`config.mk`:
```
export PLATFORM = sky130hd
export DESIGN_NAME = bounded_task_queue_controller
export DESIGN_NICKNAME = d
export VERILOG_FILES = /design/src/btqc_pkg.sv /design/src/btqc_ram.sv /design/src/btqc_core.sv /design/src/bounded_task_queue_controller.sv
export VERILOG_INCLUDE_DIRS = /design/src /design/src/src
export SDC_FILE = /design/constraint.sdc
export NUM_CORES = 2
export LEC_CHECK = 0
export ABC_CLOCK_PERIOD_IN_PS = 11700
export BUFFER_PORTS_ARGS = -buffer_cell sky130_fd_sc_hd__clkbuf_2
export CORE_UTILIZATION = 50
export DETAILED_ROUTE_END_ITERATION = 7
export GPL_ROUTABILITY_DRIVEN = 0
export HOLD_SLACK_MARGIN = 0.03
export PLACE_DENSITY = 0.81
export REMOVE_ABC_BUFFERS = 1
export SYNTH_ARGS = -nofsm -noshare
export SYNTH_HDL_FRONTEND = slang
export SYNTH_SLANG_ARGS = --single-unit
```
`constraint.sdc`:
```
create_clock -name i_clk -period 11.7 [get_ports i_clk]
set_clock_uncertainty 0.2 [all_clocks]
set_input_delay 2.34 -clock i_clk [delete_from_list [all_inputs] [get_ports i_clk]]
set_output_delay 2.34 -clock i_clk [all_outputs]
set_load 0.02 [all_outputs]
```
`src/bounded_task_queue_controller_macros.svh`:
```
`ifndef BOUNDED_TASK_QUEUE_CONTROLLER_MACROS_SVH
`define BOUNDED_TASK_QUEUE_CONTROLLER_MACROS_SVH

// same-cycle implication, checked outside reset
`define BTQC_ASSERT_NOW(lbl, ante, cons) \
    lbl: assert property (@(posedge i_clk) disable iff (!i_rst_n) (ante) |-> (cons)) \
        else $error("btqc assertion failed");

// next-cycle implication, checked outside reset
`define BTQC_ASSERT_NEXT(lbl, ante, cons) \
    lbl: assert property (@(posedge i_clk) disable iff (!i_rst_n) (ante) |=> (cons)) \
        else $error("btqc assertion failed");

`endif

```
`src/btqc_pkg.sv`:
```
`timescale 1ns / 1ps
`default_nettype none

package btqc_pkg;

    localparam int QUEUE_DEPTH = 16;
    localparam int TAG_WIDTH = 32;
    localparam int SEQUENCE_WIDTH = 48;

    localparam int PTR_W = (QUEUE_DEPTH > 1) ? $clog2(QUEUE_DEPTH) : 1;
    localparam int CNT_W = $clog2(QUEUE_DEPTH + 1);
    localparam int SUM_W = CNT_W + 1;

    localparam int LIMIT_W = 5;
    localparam int COUNT_FIELD_W = 5;
    localparam int CMP_W = (CNT_W > LIMIT_W) ? CNT_W : LIMIT_W;
    localparam logic [LIMIT_W-1:0] LIMIT_RESET = LIMIT_W'(16);

    localparam logic [2:0] OP_START     = 3'd0;
    localparam logic [2:0] OP_POST      = 3'd1;
    localparam logic [2:0] OP_POST_CONT = 3'd2;
    localparam logic [2:0] OP_STOP      = 3'd3;
    localparam logic [2:0] OP_POP       = 3'd4;

    localparam logic [2:0] ST_OK          = 3'd0;
    localparam logic [2:0] ST_NOT_RUNNING = 3'd1;
    localparam logic [2:0] ST_OVERFLOW    = 3'd2;
    localparam logic [2:0] ST_REFUSED     = 3'd3;
    localparam logic [2:0] ST_EMPTY       = 3'd4;

    localparam logic [1:0] ACT_NONE     = 2'd0;
    localparam logic [1:0] ACT_RUN      = 2'd1;
    localparam logic [1:0] ACT_CANCEL   = 2'd2;
    localparam logic [1:0] ACT_TEARDOWN = 2'd3;

    localparam logic [1:0] LC_NEW       = 2'd0;
    localparam logic [1:0] LC_RUNNING   = 2'd1;
    localparam logic [1:0] LC_QUIESCING = 2'd2;
    localparam logic [1:0] LC_STOPPED   = 2'd3;

    typedef struct packed {
        logic [2:0]           operation;
        logic [TAG_WIDTH-1:0] task_tag;
    } t_in_item;

    typedef struct packed {
        logic [2:0]                status;
        logic [SEQUENCE_WIDTH-1:0] sequence_number;
        logic [COUNT_FIELD_W-1:0]  overflow_depth;
        logic [1:0]                pop_action;
        logic [TAG_WIDTH-1:0]      popped_tag;
        logic [SEQUENCE_WIDTH-1:0] popped_sequence;
        logic [1:0]                lifecycle;
        logic [COUNT_FIELD_W-1:0]  pending_count;
        logic                      continuation_waiting;
    } t_out_item;

    typedef struct packed {
        logic                      is_cont;
        logic [SEQUENCE_WIDTH-1:0] seq;
        logic [TAG_WIDTH-1:0]      tag;
    } t_slot;

    localparam int SLOT_W = $bits(t_slot);

    typedef struct packed {
        logic             we;
        logic [PTR_W-1:0] addr;
        t_slot            data;
    } t_slot_wr;

endpackage

`default_nettype wire

```
`src/btqc_ram.sv`:
```
`timescale 1ns / 1ps
`default_nettype none

module btqc_ram #(
    parameter int WIDTH = 8,
    parameter int DEPTH = 16,
    parameter int ADDR_W = (DEPTH > 1) ? $clog2(DEPTH) : 1
) (
    input  wire logic              i_clk,
    input  wire logic              i_we,
    input  wire logic [ADDR_W-1:0] i_waddr,
    input  wire logic [WIDTH-1:0]  i_wdata,
    input  wire logic [ADDR_W-1:0] i_raddr,
    output logic      [WIDTH-1:0]  o_rdata
);

    logic [WIDTH-1:0] r_mem [DEPTH];

    always_ff @(posedge i_clk) begin
        if (i_we) begin
            r_mem[i_waddr] <= i_wdata;
        end
        o_rdata <= r_mem[i_raddr];
    end

endmodule

`default_nettype wire

```
`src/btqc_core.sv`:
```
`timescale 1ns / 1ps
`default_nettype none
`include "bounded_task_queue_controller_macros.svh"

module btqc_core
    import btqc_pkg::*;
(
    input  wire logic               i_clk,
    input  wire logic               i_rst_n,
    input  wire logic               i_commit,
    input  wire t_in_item           i_item,
    input  wire t_slot              i_slot,
    input  wire logic [LIMIT_W-1:0] i_limit,
    output logic      [PTR_W-1:0]   o_head,
    output t_slot_wr                o_wr,
    output t_out_item               o_result
);

    logic [PTR_W-1:0]          r_head, n_head;
    logic [CNT_W-1:0]          r_count, n_count;
    logic [SEQUENCE_WIDTH-1:0] r_next_seq, n_next_seq;
    logic [1:0]                r_lc, n_lc;
    logic                      r_td, n_td;
    logic                      r_cp, n_cp;
    logic [SEQUENCE_WIDTH-1:0] r_cs, n_cs;

    logic [CMP_W-1:0] eff_limit;
    logic [SUM_W-1:0] tail_sum;
    logic [PTR_W-1:0] tail;
    logic             is_cont;

    always_comb begin
        eff_limit = (CMP_W'(i_limit) > CMP_W'(QUEUE_DEPTH)) ? CMP_W'(QUEUE_DEPTH)
                                                           : CMP_W'(i_limit);
        tail_sum = SUM_W'(r_head) + SUM_W'(r_count);
        if (tail_sum >= SUM_W'(QUEUE_DEPTH)) begin
            tail_sum = tail_sum - SUM_W'(QUEUE_DEPTH);
        end
        tail = PTR_W'(tail_sum);
        is_cont = (i_item.operation == OP_POST_CONT);

        n_head = r_head;
        n_count = r_count;
        n_next_seq = r_next_seq;
        n_lc = r_lc;
        n_td = r_td;
        n_cp = r_cp;
        n_cs = r_cs;
        o_result = '0;
        o_wr.we = 1'b0;
        o_wr.addr = tail;
        o_wr.data.is_cont = is_cont;
        o_wr.data.seq = r_next_seq;
        o_wr.data.tag = i_item.task_tag;

        unique case (i_item.operation)
            OP_START: begin
                if (r_lc != LC_NEW || i_limit == '0) begin
                    o_result.status = ST_REFUSED;
                end else begin
                    n_lc = LC_RUNNING;
                end
            end
            OP_POST, OP_POST_CONT: begin
                priority if (r_lc != LC_RUNNING) begin
                    o_result.status = ST_NOT_RUNNING;
                end else if (is_cont && r_cp) begin
                    o_result.sequence_number = r_cs;
                end else if (CMP_W'(r_count) >= eff_limit
                             || CMP_W'(r_count) >= CMP_W'(QUEUE_DEPTH)) begin
                    o_result.status = ST_OVERFLOW;
                    o_result.overflow_depth = COUNT_FIELD_W'(r_count);
                end else begin
                    o_result.sequence_number = r_next_seq;
                    n_next_seq = r_next_seq + 1'b1;
                    o_wr.we = i_commit;
                    n_count = r_count + 1'b1;
                    if (is_cont) begin
                        n_cp = 1'b1;
                        n_cs = r_next_seq;
                    end
                end
            end
            OP_STOP: begin
                if (r_lc != LC_RUNNING) begin
                    o_result.status = ST_NOT_RUNNING;
                end else begin
                    n_lc = LC_QUIESCING;
                end
            end
            OP_POP: begin
                priority if (r_count != '0) begin
                    o_result.popped_tag = i_slot.tag;
                    o_result.popped_sequence = i_slot.seq;
                    if (i_slot.is_cont) begin
                        n_cp = 1'b0;
                        n_cs = '0;
                    end
                    n_head = (r_head == PTR_W'(QUEUE_DEPTH - 1)) ? '0 : r_head + 1'b1;
                    n_count = r_count - 1'b1;
                    o_result.pop_action = (r_lc == LC_QUIESCING) ? ACT_CANCEL : ACT_RUN;
                end else if (r_lc == LC_QUIESCING && !r_td) begin
                    n_td = 1'b1;
                    n_lc = LC_STOPPED;
                    o_result.pop_action = ACT_TEARDOWN;
                end else begin
                    o_result.status = ST_EMPTY;
                end
            end
            default: begin
                o_result.status = ST_REFUSED;
            end
        endcase

        o_result.lifecycle = n_lc;
        o_result.pending_count = COUNT_FIELD_W'(n_count);
        o_result.continuation_waiting = n_cp;
    end

    assign o_head = r_head;

    always_ff @(posedge i_clk) begin
        if (!i_rst_n) begin
            r_head <= '0;
            r_count <= '0;
            r_next_seq <= SEQUENCE_WIDTH'(1);
            r_lc <= LC_NEW;
            r_td <= 1'b0;
            r_cp <= 1'b0;
            r_cs <= '0;
        end else if (i_commit) begin
            r_head <= n_head;
            r_count <= n_count;
            r_next_seq <= n_next_seq;
            r_lc <= n_lc;
            r_td <= n_td;
            r_cp <= n_cp;
            r_cs <= n_cs;
        end
    end

    `BTQC_ASSERT_NOW(a_count_bound, 1'b1, CMP_W'(r_count) <= CMP_W'(QUEUE_DEPTH))
    `BTQC_ASSERT_NOW(a_cont_seq_clear, !r_cp, r_cs == '0)
    `BTQC_ASSERT_NOW(a_stopped_empty, r_lc == LC_STOPPED, r_count == '0 && r_td)
    `BTQC_ASSERT_NEXT(a_post_grows, o_wr.we, r_count == CNT_W'($past(r_count) + 1'b1))

endmodule

`default_nettype wire

```
`src/bounded_task_queue_controller.sv`:
```
`timescale 1ns / 1ps
`default_nettype none

// Command queue with admission control and a new/running/quiescing/stopped lifecycle.
// Every transaction gives exactly one result transaction. A transaction is taken in
// the idle state, where the head entry of the slot memory is read (registered read);
// in the execute state the core computes the result, updates the state and writes a
// posted task back. The input stall stays high while in the execute state, so a new
// transaction is taken only after the last one completes. A result waits in an output
// register, and the next transaction is taken while it waits; only completing that
// next transaction waits for the output register to free up. queue_limit is written
// through the configuration channel, which is always ready, and values above the
// queue depth act as the depth.

module bounded_task_queue_controller
    import btqc_pkg::*;
(
    input  wire logic               i_clk,
    input  wire logic               i_rst_n,
    input  wire logic               i_in_valid,
    input  wire t_in_item           i_in_item,
    output logic                    o_in_stall,
    output logic                    o_out_valid,
    output t_out_item               o_out_item,
    input  wire logic               i_out_stall,
    input  wire logic               i_cfg_valid,
    input  wire logic [LIMIT_W-1:0] i_cfg_data,
    output logic                    o_cfg_ready
);

    typedef enum logic {
        S_IDLE,
        S_EXEC
    } t_state;

    t_state           r_state;
    t_in_item         r_item;
    logic [LIMIT_W-1:0] r_limit;
    logic             commit;
    logic [PTR_W-1:0] head;
    t_slot_wr         slot_wr;
    t_out_item        result;
    logic [SLOT_W-1:0] rdata;

    assign o_cfg_ready = 1'b1;
    assign o_in_stall = (r_state != S_IDLE);
    assign commit = (r_state == S_EXEC) && (!o_out_valid || !i_out_stall);

    always_ff @(posedge i_clk) begin
        if (!i_rst_n) begin
            r_limit <= LIMIT_RESET;
        end else if (i_cfg_valid && o_cfg_ready) begin
            r_limit <= i_cfg_data;
        end
    end

    always_ff @(posedge i_clk) begin
        if (i_in_valid && !o_in_stall) begin
            r_item <= i_in_item;
        end
    end

    always_ff @(posedge i_clk) begin
        if (!i_rst_n) begin
            r_state <= S_IDLE;
            o_out_valid <= 1'b0;
        end else begin
            unique case (r_state)
                S_IDLE: begin
                    if (i_in_valid) begin
                        r_state <= S_EXEC;
                    end
                    if (o_out_valid && !i_out_stall) begin
                        o_out_valid <= 1'b0;
                    end
                end
                S_EXEC: begin
                    if (commit) begin
                        r_state <= S_IDLE;
                        o_out_valid <= 1'b1;
                    end
                end
            endcase
        end
    end

    always_ff @(posedge i_clk) begin
        if (commit) begin
            o_out_item <= result;
        end
    end

    btqc_ram #(
        .WIDTH (SLOT_W),
        .DEPTH (QUEUE_DEPTH)
    ) u_slot_ram (
        .i_clk   (i_clk),
        .i_we    (slot_wr.we),
        .i_waddr (slot_wr.addr),
        .i_wdata (slot_wr.data),
        .i_raddr (head),
        .o_rdata (rdata)
    );

    btqc_core u_core (
        .i_clk    (i_clk),
        .i_rst_n  (i_rst_n),
        .i_commit (commit),
        .i_item   (r_item),
        .i_slot   (t_slot'(rdata)),
        .i_limit  (r_limit),
        .o_head   (head),
        .o_wr     (slot_wr),
        .o_result (result)
    );

endmodule

`default_nettype wire
```
==> metrics.txt <==
final hold vios 0; Post-Syn Area 62,600 µm²; Slew Viols, Final 0; global route total overflow 0; Wirelength per Cell 29.5 µm; die area 127,000 µm²; share of the synthesized area in the top cell type 70.8%; Startpoint Class primary input; # Post-CTS Setup Buffers 0; maximum clock rate 155 MHz; first-pass GRT wire length 216,000 µm; status finished, violations left; gr busiest metal met2; vias per cell 6.28; FFs w/ async S/R, synth 0%; initial antenna violation count 13; Post-Syn Area per Cell 21.0 µm²; Hold/Removal Path Class flop to flop; # IOs 194; Root Driver clkbuf_16; vias in the first global route 31,600; CTS Buf Count 161; final setup fails 0; IO buf count 192; Global Route met1 Usage 31.6%; Total GRT Usage 23.4%; dominant cells by area after synthesis edfxtp_1, mux4_2, dfxtp_1; Total Power 12.1 mW; HPWL Detailed 76,100 µm; Reg2Reg Launch Point r_limit[4]$_SDFFE_PN1P_; initial core utilization 50.5%; post-route ant nets 0; hold buffers post-CTS 0; met2 usage 38.5%; router iterations before antenna repair 8; Synth area leader edfxtp_1; min-delay src u_core.r_cs[39]$_SDFFE_PN0P_; R2R Setup Slk 5.41 ns; worst reg2reg path endpoint u_slot_ram.r_mem[3][25]$_DFFE_PP_; Cells on Worst Hold Path 2; Chip Width 356 µm; type of the worst setup path primary input to flop; fraction of the yosys area taken by sequential cells 77.1%; proportion of layout cells with a drive suffix above 1 27.7%; Max Cap Violations 0; vias 31,400; synth-to-layout area growth 13.5%; Final nets 3,280; Core ar. 124,000 µm²; power per cell area 170 nW/µm²; Remaining DRCs 19; #FFs+latches synth 1,674; DIE HEIGHT 356 µm; worst slew pin tran 1.24 ns; H-tree depth 4; CTS tree built; # resized after CTS 0; clock latency at the later pin of the worst-skew pair 0.78 ns; met3 Usage GRT 5.06%; clk buf depth 3; Worst slew margin 17.2%; Routed WL 147,000 µm; number of flops mapped to enable cells by yosys 1,477; worst vdd ir 157 µV; largest net degree at the start of global routing 163; minimum clock period 6.44 ns; standard-cell rows 129; CTS Sinks 1,674; Critical Path End Type flop; Unique masters post-synth 66; Clock Pin Slew Worst Setup and Hold Paths 0.06 ns; setup TNS 0 ns; FF-to-FF path depth 9; failing checks DRC; unrepaired setup endpoints after global routing no; Top FF cell, synth edfxtp_1; Cells after Synth 2,976; leakage power 23.1 nW; Data arrival, critical path 6.62 ns; CP max FO 90; Tcrit/Tclk final 55.0%; ANT cells 0; critical path required time 11.89 ns; YS warnings 0; worst hold endpoint u_core.r_cs[39]$_SDFFE_PN0P_; Initial DRC Count 4,459
## critical path, stage by stage
cell	delay (ns)
clkbuf_2	0.09
a21bo_2	0.35
inv_8	0.52
o211ai_1	0.62
or3b_1	0.71
nor2_4	0.65
buf_4	0.65
buf_4	0.63
## report_power, final
part / internal [mW] / switching (mW)
logic: 0.0518 / 0.134
clock network: 3.10 / 2.25
registers: 6.50 / 0.0473
total: 9.65 / 2.43
## cell usage after synthesis (22+ instances only)
cell type	instances
nor4_1	22
dfxtp_1	197
a21oi_1	31
mux2i_1	67
nor2_1	43
nand2_1	168
buf_1	32
and2_1	84
mux4_2	405
nand2b_1	23
edfxtp_1	1477
a22o_1	38
o21ai_0	39
clkbuf_1	115
## worst max-delay path by stage
stage	start	slack (ns)	cells past startpoint	end
6_report	i_out_stall	5.26	8	u_slot_ram.r_mem[1][16]$_DFFE_PP_
2_1_floorplan	u_core.o_head[0]$_SDFFE_PN0P_	-11.51	3	u_slot_ram.r_mem[12][0]$_DFFE_PP_
4_1_cts	i_out_stall	5.31	8	u_slot_ram.r_mem[1][30]$_DFFE_PP_
5_1_grt	i_out_stall	5.08	8	u_slot_ram.r_mem[1][30]$_DFFE_PP_
3_3_place_gp	i_out_stall	4.67	8	u_slot_ram.r_mem[10][4]$_DFFE_PP_
3_5_place_dp	i_out_stall	4.56	8	u_slot_ram.r_mem[1][3]$_DFFE_PP_
## metal layers
metal  wire length, µm  up-vias
met1             55700    16300
met4              3780       10
met5                63        -
met3             14100      278
li1                  -    12700
met2             73800     2050
## cell families (layout without fill, tap and decap cells)
kind of cell	Yosys count	in the layout	share of synthesized area [%]
flip-flops	1674	1674	77.1
multiplexers	472	472	15.6
AND/OR/NAND/NOR	440	440	3.57
buffers and inverters	184	568	1.16
AO/OA/AOI/OAI	180	180	2.08
adder cells (fa/ha/maj)	13	13	0.272
XOR/XNOR	12	12	0.168
other	1	1	0.00599
## area by class of cell
cell class / instances / area (µm²)
inverter: 21 / 86.3
clock inverter: 87 / 1040
sequential: 1674 / 48300
clock buffer: 214 / 4420
timing repair buffer: 246 / 1390
fill: 8535 / 52900
multi-input combinational: 1118 / 13800
tap: 1637 / 2050
## state kept, by name, summed over array words and instances, names as in the netlist, 4 cells and up
name	cells
o_out_item	146
r_item	35
r_limit	5
u_core.o_head	4
u_core.r_count	5
u_core.r_cs	48
u_core.r_next_seq	48
u_slot_ram.o_rdata	81
u_slot_ram.r_mem	1296
## stage by stage
step                hold WS (ns)  cell area [µm²]  std cells  util (%)  setup slack (ns)
floorplan                  0.238            62000       2813         -            -11.51
global placement           0.244            65600       4696      52.9              4.67
detailed placement         0.253            65600       4696      52.9              4.56
CTS                        0.263            71100       4997      57.3              5.31
global route               0.281            71100       4997      57.3              5.08
finish                     0.261            71100       4997      57.3              5.26
## placed cells by master (no fill, tap or decap), drive strengths merged, types with 4 or more instances in the layout
cell / Yosys / final
a21oi: 31 / 31
a22o: 38 / 38
and2: 84 / 84
buf: 48 / 55
bufinv: 0 / 19
clkbuf: 115 / 405
clkinv: 0 / 49
clkinvlp: 0 / 10
dfxtp: 197 / 197
edfxtp: 1477 / 1477
ha: 12 / 12
inv: 21 / 30
mux2i: 67 / 67
mux4: 405 / 405
nand2: 168 / 168
nand2b: 23 / 23
nand3: 20 / 20
nand4: 17 / 17
nor2: 43 / 43
nor2b: 5 / 5
nor3: 12 / 12
nor4: 22 / 22
o2111ai: 4 / 4
o211ai: 4 / 4
o21a: 6 / 6
o21ai: 40 / 40
o311ai: 10 / 10
o31ai: 8 / 8
o41ai: 11 / 11
or3: 18 / 18
or3b: 4 / 4
or4: 10 / 10
xnor2: 4 / 4
xor2: 8 / 8
No activity file was read; power rests on OpenSTA's default activity.
